--- src/rtl/upq_pkg.sv ---
package upq_pkg;

   localparam int CAPACITY = 64;
   localparam int ADDR_W   = $clog2(CAPACITY);
   localparam int CNT_W    = $clog2(CAPACITY + 1);
   localparam int VALUE_W  = 32;
   localparam int ENTRY_W  = 7;
   localparam int STATUS_W = 2;
   localparam int RSP_DATA_W = ((VALUE_W + ENTRY_W + 7) / 8) * 8;

   localparam logic REQ_INSERT = 1'b0;
   localparam logic REQ_REMOVE = 1'b1;

   localparam logic [STATUS_W-1:0] STATUS_OK    = 2'd0;
   localparam logic [STATUS_W-1:0] STATUS_EMPTY = 2'd1;
   localparam logic [STATUS_W-1:0] STATUS_FULL  = 2'd2;

   typedef enum logic [2:0] {
      ST_IDLE,
      ST_SCAN,
      ST_DRAIN,
      ST_WRITE,
      ST_DONE
   } state_type;

endpackage

--- src/rtl/upq_ram.sv ---
module upq_ram #(
   parameter int WIDTH = 32,
   parameter int DEPTH = 64
) (
   input  logic                     clock,
   input  logic                     wr_en,
   input  logic [$clog2(DEPTH)-1:0] wr_addr,
   input  logic [WIDTH-1:0]         wr_data,
   input  logic                     rd_en,
   input  logic [$clog2(DEPTH)-1:0] rd_addr,
   output logic [WIDTH-1:0]         rd_data
);

   logic [WIDTH-1:0] mem [DEPTH];

   always_ff @(posedge clock) begin
      if (wr_en) begin
         mem[wr_addr] <= wr_data;
      end
      if (rd_en) begin
         rd_data <= mem[rd_addr];
      end
   end

endmodule

--- src/rtl/unsorted_min_priority_queue_unit.sv ---
// Min-priority queue of signed 32-bit values held unsorted in one RAM.
// Request channel (req_*): tuser[0] selects insert (0) or remove-min (1),
// tdata[31:0] carries the value to insert. One request is taken at a time;
// req_tready is high only while the unit is idle.
// Response channel (rsp_*): one response per request. tuser carries the
// status (ok, remove on empty, insert on full); tdata carries the removed
// minimum (zero otherwise) and the entry count after the request.
// Sequence: an insert and the empty/full cases go from acceptance straight to
// the DONE state, which loads the response register. A remove-min reads every
// stored entry through the single RAM read port, one per cycle, then writes the
// last entry into the freed slot (states SCAN, DRAIN, WRITE, DONE).
// The response sits in an output register; the next request is taken while
// it waits. If the receiver stalls with a response still held, a finished
// request waits in the unit and no further request is taken.
// Reset (synchronous, active high) empties the queue and drops any pending
// response; no clearing pass is needed.
module unsorted_min_priority_queue_unit (
   input  logic                           clock,
   input  logic                           reset,
   input  logic                           req_tvalid,
   output logic                           req_tready,
   input  logic [upq_pkg::VALUE_W-1:0]    req_tdata,  // item_value
   input  logic                           req_tuser,  // req_type
   output logic                           rsp_tvalid,
   input  logic                           rsp_tready,
   output logic [upq_pkg::RSP_DATA_W-1:0] rsp_tdata,  // min_value, entry_count, pad
   output logic [upq_pkg::STATUS_W-1:0]   rsp_tuser   // status
);

   upq_pkg::state_type state_ff, state_in;

   logic [upq_pkg::CNT_W-1:0]    count_ff, count_in;
   logic                         rsp_valid_ff, rsp_valid_in;
   logic                         rd_valid_ff, rd_valid_in;
   logic [upq_pkg::ADDR_W-1:0]   scan_idx_ff, scan_idx_in;
   logic [upq_pkg::ADDR_W-1:0]   rd_idx_ff, rd_idx_in;
   logic [upq_pkg::ADDR_W-1:0]   best_idx_ff, best_idx_in;
   logic signed [upq_pkg::VALUE_W-1:0] best_ff, best_in;
   logic [upq_pkg::VALUE_W-1:0]  last_ff, last_in;
   logic [upq_pkg::STATUS_W-1:0] res_status_ff, res_status_in;
   logic [upq_pkg::VALUE_W-1:0]  res_value_ff, res_value_in;
   logic [upq_pkg::STATUS_W-1:0] rsp_status_ff, rsp_status_in;
   logic [upq_pkg::VALUE_W-1:0]  rsp_value_ff, rsp_value_in;
   logic [upq_pkg::ENTRY_W-1:0]  rsp_count_ff, rsp_count_in;

   logic                         req_fire;
   logic                         out_free;
   logic [upq_pkg::ADDR_W-1:0]   last_idx;
   logic                         mem_wr_en;
   logic [upq_pkg::ADDR_W-1:0]   mem_wr_addr;
   logic [upq_pkg::VALUE_W-1:0]  mem_wr_data;
   logic                         mem_rd_en;
   logic [upq_pkg::VALUE_W-1:0]  mem_rd_data;

   assign req_fire = req_tvalid && req_tready;
   assign out_free = !rsp_valid_ff || rsp_tready;
   assign last_idx = upq_pkg::ADDR_W'(count_ff - upq_pkg::CNT_W'(1));

   upq_ram #(
      .WIDTH(upq_pkg::VALUE_W),
      .DEPTH(upq_pkg::CAPACITY)
   ) u_store (
      .clock  (clock),
      .wr_en  (mem_wr_en),
      .wr_addr(mem_wr_addr),
      .wr_data(mem_wr_data),
      .rd_en  (mem_rd_en),
      .rd_addr(scan_idx_ff),
      .rd_data(mem_rd_data)
   );

   // next state
   always_comb begin
      state_in = state_ff;
      case (state_ff)
         upq_pkg::ST_IDLE: begin
            if (req_fire) begin
               if (req_tuser == upq_pkg::REQ_REMOVE && count_ff != '0) begin
                  state_in = upq_pkg::ST_SCAN;
               end else begin
                  state_in = upq_pkg::ST_DONE;
               end
            end
         end
         upq_pkg::ST_SCAN: begin
            if (scan_idx_ff == last_idx) begin
               state_in = upq_pkg::ST_DRAIN;
            end
         end
         upq_pkg::ST_DRAIN: state_in = upq_pkg::ST_WRITE;
         upq_pkg::ST_WRITE: state_in = upq_pkg::ST_DONE;
         upq_pkg::ST_DONE: begin
            if (out_free) begin
               state_in = upq_pkg::ST_IDLE;
            end
         end
         default: state_in = upq_pkg::ST_IDLE;
      endcase
   end

   // state outputs
   always_comb begin
      req_tready  = 1'b0;
      mem_rd_en   = 1'b0;
      mem_wr_en   = 1'b0;
      mem_wr_addr = best_idx_ff;
      mem_wr_data = last_ff;
      case (state_ff)
         upq_pkg::ST_IDLE: begin
            req_tready  = 1'b1;
            mem_wr_addr = upq_pkg::ADDR_W'(count_ff);
            mem_wr_data = req_tdata;
            mem_wr_en   = req_fire && req_tuser == upq_pkg::REQ_INSERT
                          && count_ff != upq_pkg::CNT_W'(upq_pkg::CAPACITY);
         end
         upq_pkg::ST_SCAN:  mem_rd_en = 1'b1;
         upq_pkg::ST_WRITE: mem_wr_en = 1'b1;
         default: ;
      endcase
   end

   // datapath
   always_comb begin
      count_in      = count_ff;
      scan_idx_in   = scan_idx_ff;
      rd_idx_in     = scan_idx_ff;
      rd_valid_in   = (state_ff == upq_pkg::ST_SCAN);
      best_idx_in   = best_idx_ff;
      best_in       = best_ff;
      last_in       = last_ff;
      res_status_in = res_status_ff;
      res_value_in  = res_value_ff;
      rsp_valid_in  = rsp_valid_ff && !rsp_tready;
      rsp_status_in = rsp_status_ff;
      rsp_value_in  = rsp_value_ff;
      rsp_count_in  = rsp_count_ff;

      if (state_ff == upq_pkg::ST_IDLE && req_fire) begin
         res_value_in  = '0;
         res_status_in = upq_pkg::STATUS_OK;
         scan_idx_in   = '0;
         if (req_tuser == upq_pkg::REQ_INSERT) begin
            if (count_ff == upq_pkg::CNT_W'(upq_pkg::CAPACITY)) begin
               res_status_in = upq_pkg::STATUS_FULL;
            end else begin
               count_in = count_ff + upq_pkg::CNT_W'(1);
            end
         end else if (count_ff == '0) begin
            res_status_in = upq_pkg::STATUS_EMPTY;
         end
      end

      if (state_ff == upq_pkg::ST_SCAN) begin
         scan_idx_in = scan_idx_ff + upq_pkg::ADDR_W'(1);
      end

      // strict compare keeps the earliest of equal minima
      if (rd_valid_ff) begin
         if (rd_idx_ff == '0 || $signed(mem_rd_data) < best_ff) begin
            best_in     = $signed(mem_rd_data);
            best_idx_in = rd_idx_ff;
         end
         if (rd_idx_ff == last_idx) begin
            last_in = mem_rd_data;
         end
      end

      if (state_ff == upq_pkg::ST_WRITE) begin
         count_in     = count_ff - upq_pkg::CNT_W'(1);
         res_value_in = best_ff;
      end

      if (state_ff == upq_pkg::ST_DONE && out_free) begin
         rsp_valid_in  = 1'b1;
         rsp_status_in = res_status_ff;
         rsp_value_in  = res_value_ff;
         rsp_count_in  = upq_pkg::ENTRY_W'(count_ff);
      end
   end

   always_ff @(posedge clock) begin
      if (reset) begin
         state_ff     <= upq_pkg::ST_IDLE;
         count_ff     <= '0;
         rsp_valid_ff <= 1'b0;
         rd_valid_ff  <= 1'b0;
      end else begin
         state_ff     <= state_in;
         count_ff     <= count_in;
         rsp_valid_ff <= rsp_valid_in;
         rd_valid_ff  <= rd_valid_in;
      end
   end

   always_ff @(posedge clock) begin
      scan_idx_ff   <= scan_idx_in;
      rd_idx_ff     <= rd_idx_in;
      best_idx_ff   <= best_idx_in;
      best_ff       <= best_in;
      last_ff       <= last_in;
      res_status_ff <= res_status_in;
      res_value_ff  <= res_value_in;
      rsp_status_ff <= rsp_status_in;
      rsp_value_ff  <= rsp_value_in;
      rsp_count_ff  <= rsp_count_in;
   end

   assign rsp_tvalid = rsp_valid_ff;
   assign rsp_tuser  = rsp_status_ff;
   assign rsp_tdata  = upq_pkg::RSP_DATA_W'({rsp_count_ff, rsp_value_ff});

endmodule

--- config.mk ---
export PLATFORM = sky130hd
export DESIGN_NAME = unsorted_min_priority_queue_unit
export DESIGN_NICKNAME = d
export VERILOG_FILES = /design/src/rtl/upq_pkg.sv /design/src/rtl/upq_ram.sv /design/src/rtl/unsorted_min_priority_queue_unit.sv
export SDC_FILE = /design/constraint.sdc
export NUM_CORES = 2
export LEC_CHECK = 0
export BUFFER_PORTS_ARGS = -buffer_cell sky130_fd_sc_hd__buf_2
export CORE_ASPECT_RATIO = 1.4
export CORE_MARGIN = 5
export CORE_UTILIZATION = 62
export DETAILED_ROUTE_END_ITERATION = 10
export GPL_ROUTABILITY_DRIVEN = 0
export HOLD_SLACK_MARGIN = 0.15
export PLACE_DENSITY = 0.76
export SLEW_MARGIN = 20
export SYNTH_ARGS = -nofsm -noshare
export SYNTH_HDL_FRONTEND = slang
export SYNTH_SLANG_ARGS = --single-unit
--- constraint.sdc ---
create_clock -name clock -period 11.8 [get_ports clock]
set_input_delay 2.95 -clock clock [delete_from_list [all_inputs] [get_ports clock]]
set_output_delay 2.95 -clock clock [all_outputs]
set_load 0.01 [all_outputs]
# --- Yosys cells after proc, flatten, opt, wreduce, memory -nomap -nowiden ---
# Memories as Yosys holds them, arrays and structs flattened. A register that Yosys moved wholly into a read port is not among the register bits.
# Cells that the tools add are included.
classes:
  reduce_logical: 21
  addsub: 3
  n_eq_ne: 13
  n_mux: 24
  magnitude_cmp: 1
  bitwise_logic: 1
ops:
  columns: ["cell", "count"]
  rows:
  - ["two-way mux 32 bit", 3]
  - ["less-than comparator 32 bit", 1]
  - ["two-way mux 7 bit", 4]
  - ["two-way mux 6 bit", 3]
  - ["one-hot mux 3 bit (5 select lines)", 1]
  - ["== test 6 bit", 2]
  - ["two-way mux 3 bit", 4]
  - ["adder 7 x 1 -> 7 bit, second input constant", 1]
  - ["== test 7 bit, second input constant", 1]
  - ["logical AND 1 bit", 7]
  - ["zero test 7 bit", 1]
  - ["!= test 7 bit, second input constant", 1]
  - ["nonzero test 7 bit", 1]
  - ["subtractor 7 x 1 -> 7 bit, second input constant", 1]
  - ["adder 6 x 1 -> 6 bit, second input constant", 1]
  - ["== test 3 x 2 -> 1 bit, second input constant", 2]
  - ["zero test 6 bit", 1]
  - ["two-way mux 1 bit", 6]
  - ["!= test 2 x 1 -> 1 bit, second input constant", 3]
  - ["AND reduction 3 bit", 2]
  - ["two-way mux 2 bit", 2]
  - ["!= test 2 bit, second input constant", 2]
  - ["AND reduction 2 bit", 2]
  - ["nonzero test 2 bit", 2]
  - ["7 further kinds", 9]
totals:
  reg_bits: 169
  wordCells: 78
  memories: 1
  mem_bits_rw: 2048
  output_inout_bits: 44
mem_list:
  columns: ["memory", "words", "word_bits", "read_ports", "rd_clocked_by_memory_dff", "write_ports", "line", "rtl"]
  rows:
  - ["u_store.mem", 64, 32, 1, 1, 1, "upq_ram.sv:14", "logic [WIDTH-1:0] mem [DEPTH];"]

# --- Depth between registers and ports, before layout ---
depth:
  ltp_word: 8
  mapped_depth: 10
  mapped_depth_nobuf: 7

# --- By module ---
# Synthesis repeated with hierarchy kept, for this count alone.
hier_totals:
  cells_unflattened: 3818
  hier_area_um2: 85981.2
modules_own_cells:
  columns: ["module", "n_inst", "seq_area_each_um2", "area_each_um2", "cells_each"]
  rows:
  - ["upq_ram", 1, 62459.9, 78835.6, 3324]
  - ["unsorted_min_priority_queue_unit", 1, 4894.7, 7145.6, 494]

# --- Least setup slack after synthesis ---
# No wires, ideal clock.
synth_path:
  path_kind: "flip-flop to flip-flop"
  start: "register u_store.rd_data[31] (read register of u_store.mem)"
  end: "register best_ff[0] (netlist bit), enable pin"
  arrival_ns: 7.461
  stages_incl_launch_ff: 7
  required_time_ns: 11.162
  n_path_buf: 0
  synth_period_minus_slack_ns: 8.099
  slack_ns: 3.701
  path_cell_list: "edfxtp_1 ha_1 nand4_1 nor4_1 a2bb2oi_1 and3_1 a2111oi_0"
synth_between:
  elab_chain_len: 3
synth_rtl:
  columns: ["item", "line", "rtl"]
  rows:
  - ["from (decl)", "upq_ram.sv:11", "output logic [WIDTH-1:0] rd_data"]
  - ["less-than comparator 32 bit", "unsorted_min_priority_queue_unit.sv:159", "if (rd_idx_ff == '0 || $signed(mem_rd_data) < best_ff) begin"]
  - ["logical OR 1 bit", "unsorted_min_priority_queue_unit.sv:159", null]
  - ["AND reduction 2 bit (no line)", null, null]
  - ["to (signal assigned)", "unsorted_min_priority_queue_unit.sv:199", "best_ff <= best_in;"]
  - ["to (decl)", "unsorted_min_priority_queue_unit.sv:38", "logic signed [upq_pkg::VALUE_W-1:0] best_ff, best_in;"]
# Every way passes these cells.
# A chain may end at the register's enable or synchronous reset.

# --- Final worst setup path ---
layout_path:
  start: "register state_ff[2]"
  end: "output port req_tready"
layout_between:
  elab_chain_len: 2
layout_rtl:
  columns: ["item", "line", "rtl"]
  rows:
  - ["from (decl)", "unsorted_min_priority_queue_unit.sv:30", "upq_pkg::state_type state_ff, state_in;"]
  - ["from (signal assigned)", "unsorted_min_priority_queue_unit.sv:183", "state_ff <= upq_pkg::ST_IDLE;"]
  - ["from (signal assigned)", "unsorted_min_priority_queue_unit.sv:188", "state_ff <= state_in;"]
  - ["zero test 3 bit", "unsorted_min_priority_queue_unit.sv:108", "case (state_ff)"]
  - ["two-way mux 1 bit", "unsorted_min_priority_queue_unit.sv:108", null]
  - ["to (decl)", "unsorted_min_priority_queue_unit.sv:21", "output logic req_tready,"]
# Every way passes these cells.

==> flow_summary.json <==
{
  "grt_pass1_vias": 40380,
  "rsz0062_at_grt": "false",
  "rr_worst_depth": 7,
  "crit_type": "reg -> out",
  "p_leak_nw": 29.72,
  "core_region_area_mm2": 0.1388,
  "synth_area_mm2": 0.08631,
  "end_kind": "output pin",
  "clkTransAtPathRegs_ns": 0.06,
  "r2r-start": "rd_idx_in[0]",
  "routed_wl_mm": 211.7,
  "setup_viol": 0,
  "rows": 162,
  "antenna_found_initial": 13,
  "worstHoldStart": "res_value_ff[24]",
  "ir_drop_mv": 0.1662,
  "via_count": 40510,
  "slew_headroom_pct": 11.88,
  "grt.overflow.total": 0,
  "fmax_mhz": 177.5,
  "drt_iter0_drc": 5703,
  "pwr_density_cell_mw_per_mm2": 175.9,
  "initial_core_util_pct": 62.16,
  "regToRegSetupSlack_ns": 6.95,
  "synth_ff_type": "edfxtp_1",
  "h-tree-depth": 4,
  "cp_max_fo": 47,
  "syn-num-nets": 3831,
  "synth_top_area_cell": "edfxtp_1",
  "syn_inst": 3759,
  "hold_viol": 0,
  "clock_latency_ns": 0.82,
  "num-nets-final": 3989,
  "io_buffers": 79,
  "clock-sinks": 2249,
  "reg2reg_to": "u_store.rd_data[15]",
  "synth_edf_count": 2231,
  "final_area_mm2": 0.09545,
  "ys_warn_count": 0,
  "critical_path.startpoint": "state_ff[2]",
  "hold_path.class": "reg -> reg",
  "cts_setup_buffers": 0,
  "ys_ff_latch": 2249,
  "fin_ws_ns": 6.167,
  "dpl_cell_area_mm2": 0.08924,
  "netlist.area_leader.share_pct": 77.62,
  "worst_slew_pin_slew_ns": 1.314,
  "instances_no_fill": 5875,
  "cp.arrival_ns": 2.68,
  "min_period_ns": 5.633,
  "firstDrtPassIters": 6,
  "io_pins": 81,
  "die_w_um": 325.3,
  "synthTopCellsByCount": "2231 x edfxtp_1, 595 x mux4_2, 145 x nand2_1, 130 x nor2_1, 94 x mux2i_1",
  "ant_nets": 0,
  "avgRoutedWirePerCell_um": 36.04,
  "power.total_mw": 16.79,
  "route.detailed.drc": 0,
  "post_cts_resized": 0,
  "dieArea_mm2": 0.1469,
  "cts_inserted_buffers": 190,
  "skew_ns": 0.02666,
  "synth_cell_type_count": 60,
  "cap_violations": 0,
  "area_growth_pct": 10.59,
  "status": "completed",
  "synth-seq-area-share_pct": 78.04,
  "cts_buffer_depth": 3,
  "holdBufCountCts": 0,
  "grt_pass1_wl_mm": 300.4,
  "die_h_um": 451.5,
  "dp_cells": 5516,
  "worstPathRequired_ns": 8.85,
  "timing.hold.worst_endpoint": "rsp_value_ff[24]",
  "async_flop_share_pct": 0,
  "crit_path_start_kind": "flop",
  "drive_above_1_share_pct": 27.71,
  "avgViaCountPerCell": 6.895,
  "synth.most_common_cell": "edfxtp_1",
  "synth_area_per_cell_um2": 22.96,
  "cts-root-buf": "clkbuf_16",
  "finalCritPeriodShare_pct": 47.74,
  "grtUsageTotal_pct": 29.04,
  "synth_area_leaders": "edfxtp_1 78%, mux4_2 16%, mux2i_1 1.1%",
  "setup_tns_ns": 0,
  "dp_hpwl_mm": 119.6,
  "maxSlewViolCount": 0,
  "grt_max_degree": 107,
  "pre_cts_ws_ns": 5.710,
  "cts_tree": "yes",
  "holdPathStages": 0,
  "fill_cells": 7958
}
stage by stage:
stage / util (%) / hold slack (ns)
global placement: 64.27 / 0.4018
finish: 68.74 / 0.4162
CTS: 68.52 / 0.4181
detailed placement: 64.28 / 0.4045
global route: 68.74 / 0.4232
floorplan: - / 0.3427
registers in the layout (all words and copies together), names as in the netlist:
name,cells
last_ff,32
u_store.mem,2048
rsp_count_ff,7
state_ff,3
rsp_value_ff,32
u_store.rd_data,32
best_ff,32
rsp_tvalid,1
count_ff,7
res_value_ff,32
rd_valid_ff,1
rd_idx_ff,6
res_status_ff,2
best_idx_ff,6
rsp_tuser,2
rd_idx_in,6
logic make-up after synthesis:
family | Yosys count | share of synthesized area [%]
muxes | 695 | 16.69
other | 1 | 0.004345
AOI/OAI and AO/OA | 159 | 1.311
buffers and inverters | 234 | 1.321
DFF | 2249 | 78.04
xor gates and xnor gates | 23 | 0.2986
adders and majority gates | 35 | 0.5074
and+or+nand+nor | 363 | 1.825
final cells by class:
type / count / area [um2] / area share (%)
clock inverters: 117 / 919.6 / 0.9635
inverters: 44 / 165.2 / 0.1730
repair buffers: 156 / 1244 / 1.303
well taps: 1804 / 2257 / 2.365
diodes: 4 / 10.01 / 0.01049
multi-input cells: 1276 / 18530 / 19.41
flip-flops and latches: 2249 / 67350 / 70.57
clock buffers: 225 / 4971 / 5.208
worst max-delay path, stage by stage, from the launching register on:
cell and delay (ns):
dfxtp_1 0.42, or3_1 0.41, buf_4 0.30, inv_1 0.11
buf_4 0.38, buf_2 0.22
layout by cell type (no fill, tap or decap), types with 7 or more instances in the layout:
cell	netlist	routed
a211oi_1	21	20
bufinv_16	0	14
nor2b_1	22	20
nand3_1	18	18
buf_12	0	12
nor2_1	130	64
o22ai_1	13	13
nand2_4	0	23
mux2i_1	94	94
buf_2	83	79
clkbuf_1	53	31
a21oi_1	43	42
buf_4	20	59
clkbuf_16	0	194
nand2_2	0	9
nand2b_1	7	7
inv_1	44	44
a22o_1	17	17
ha_1	35	35
a22oi_1	9	9
mux4_2	595	595
clkinv_1	0	51
dfxtp_1	18	18
a221o_1	17	17
nor3_1	8	8
nand3b_1	7	7
nand2_1	145	113
clkinv_2	0	40
nor2_4	0	65
o21ai_0	10	10
edfxtp_1	2231	2231
xnor2_1	14	14
layer usage:
layer | up-vias | track usage [%] | wire length [um]
li1 | 16130 | - | -
met1 | 21280 | 37.63 | 70210
met2 | 2622 | 47.19 | 105800
met3 | 477 | 5.910 | 21030
met4 | 2 | 16.09 | 14720
met5 | - | 0 | 17
worst max-delay path by stage:
stage	end	slack, ns	depth (start not counted)
after global placement	u_store.mem[61][0]	5.64	7
after floorplan	best_ff[0]	3.70	6
final	req_tready	6.17	5
after CTS	req_tready	6.16	5
after detailed placement	u_store.mem[61][24]	5.71	7
after global routing	req_tready	6.04	5
power breakdown:
part           switching (mW)  internal (mW)  total (mW)
sequential             0.0223           9.09        9.11
clock                    2.74           3.30        6.04
combinational            1.14          0.503        1.64
total                    3.90           12.9        16.8
(Power assumes the default switching activity.)
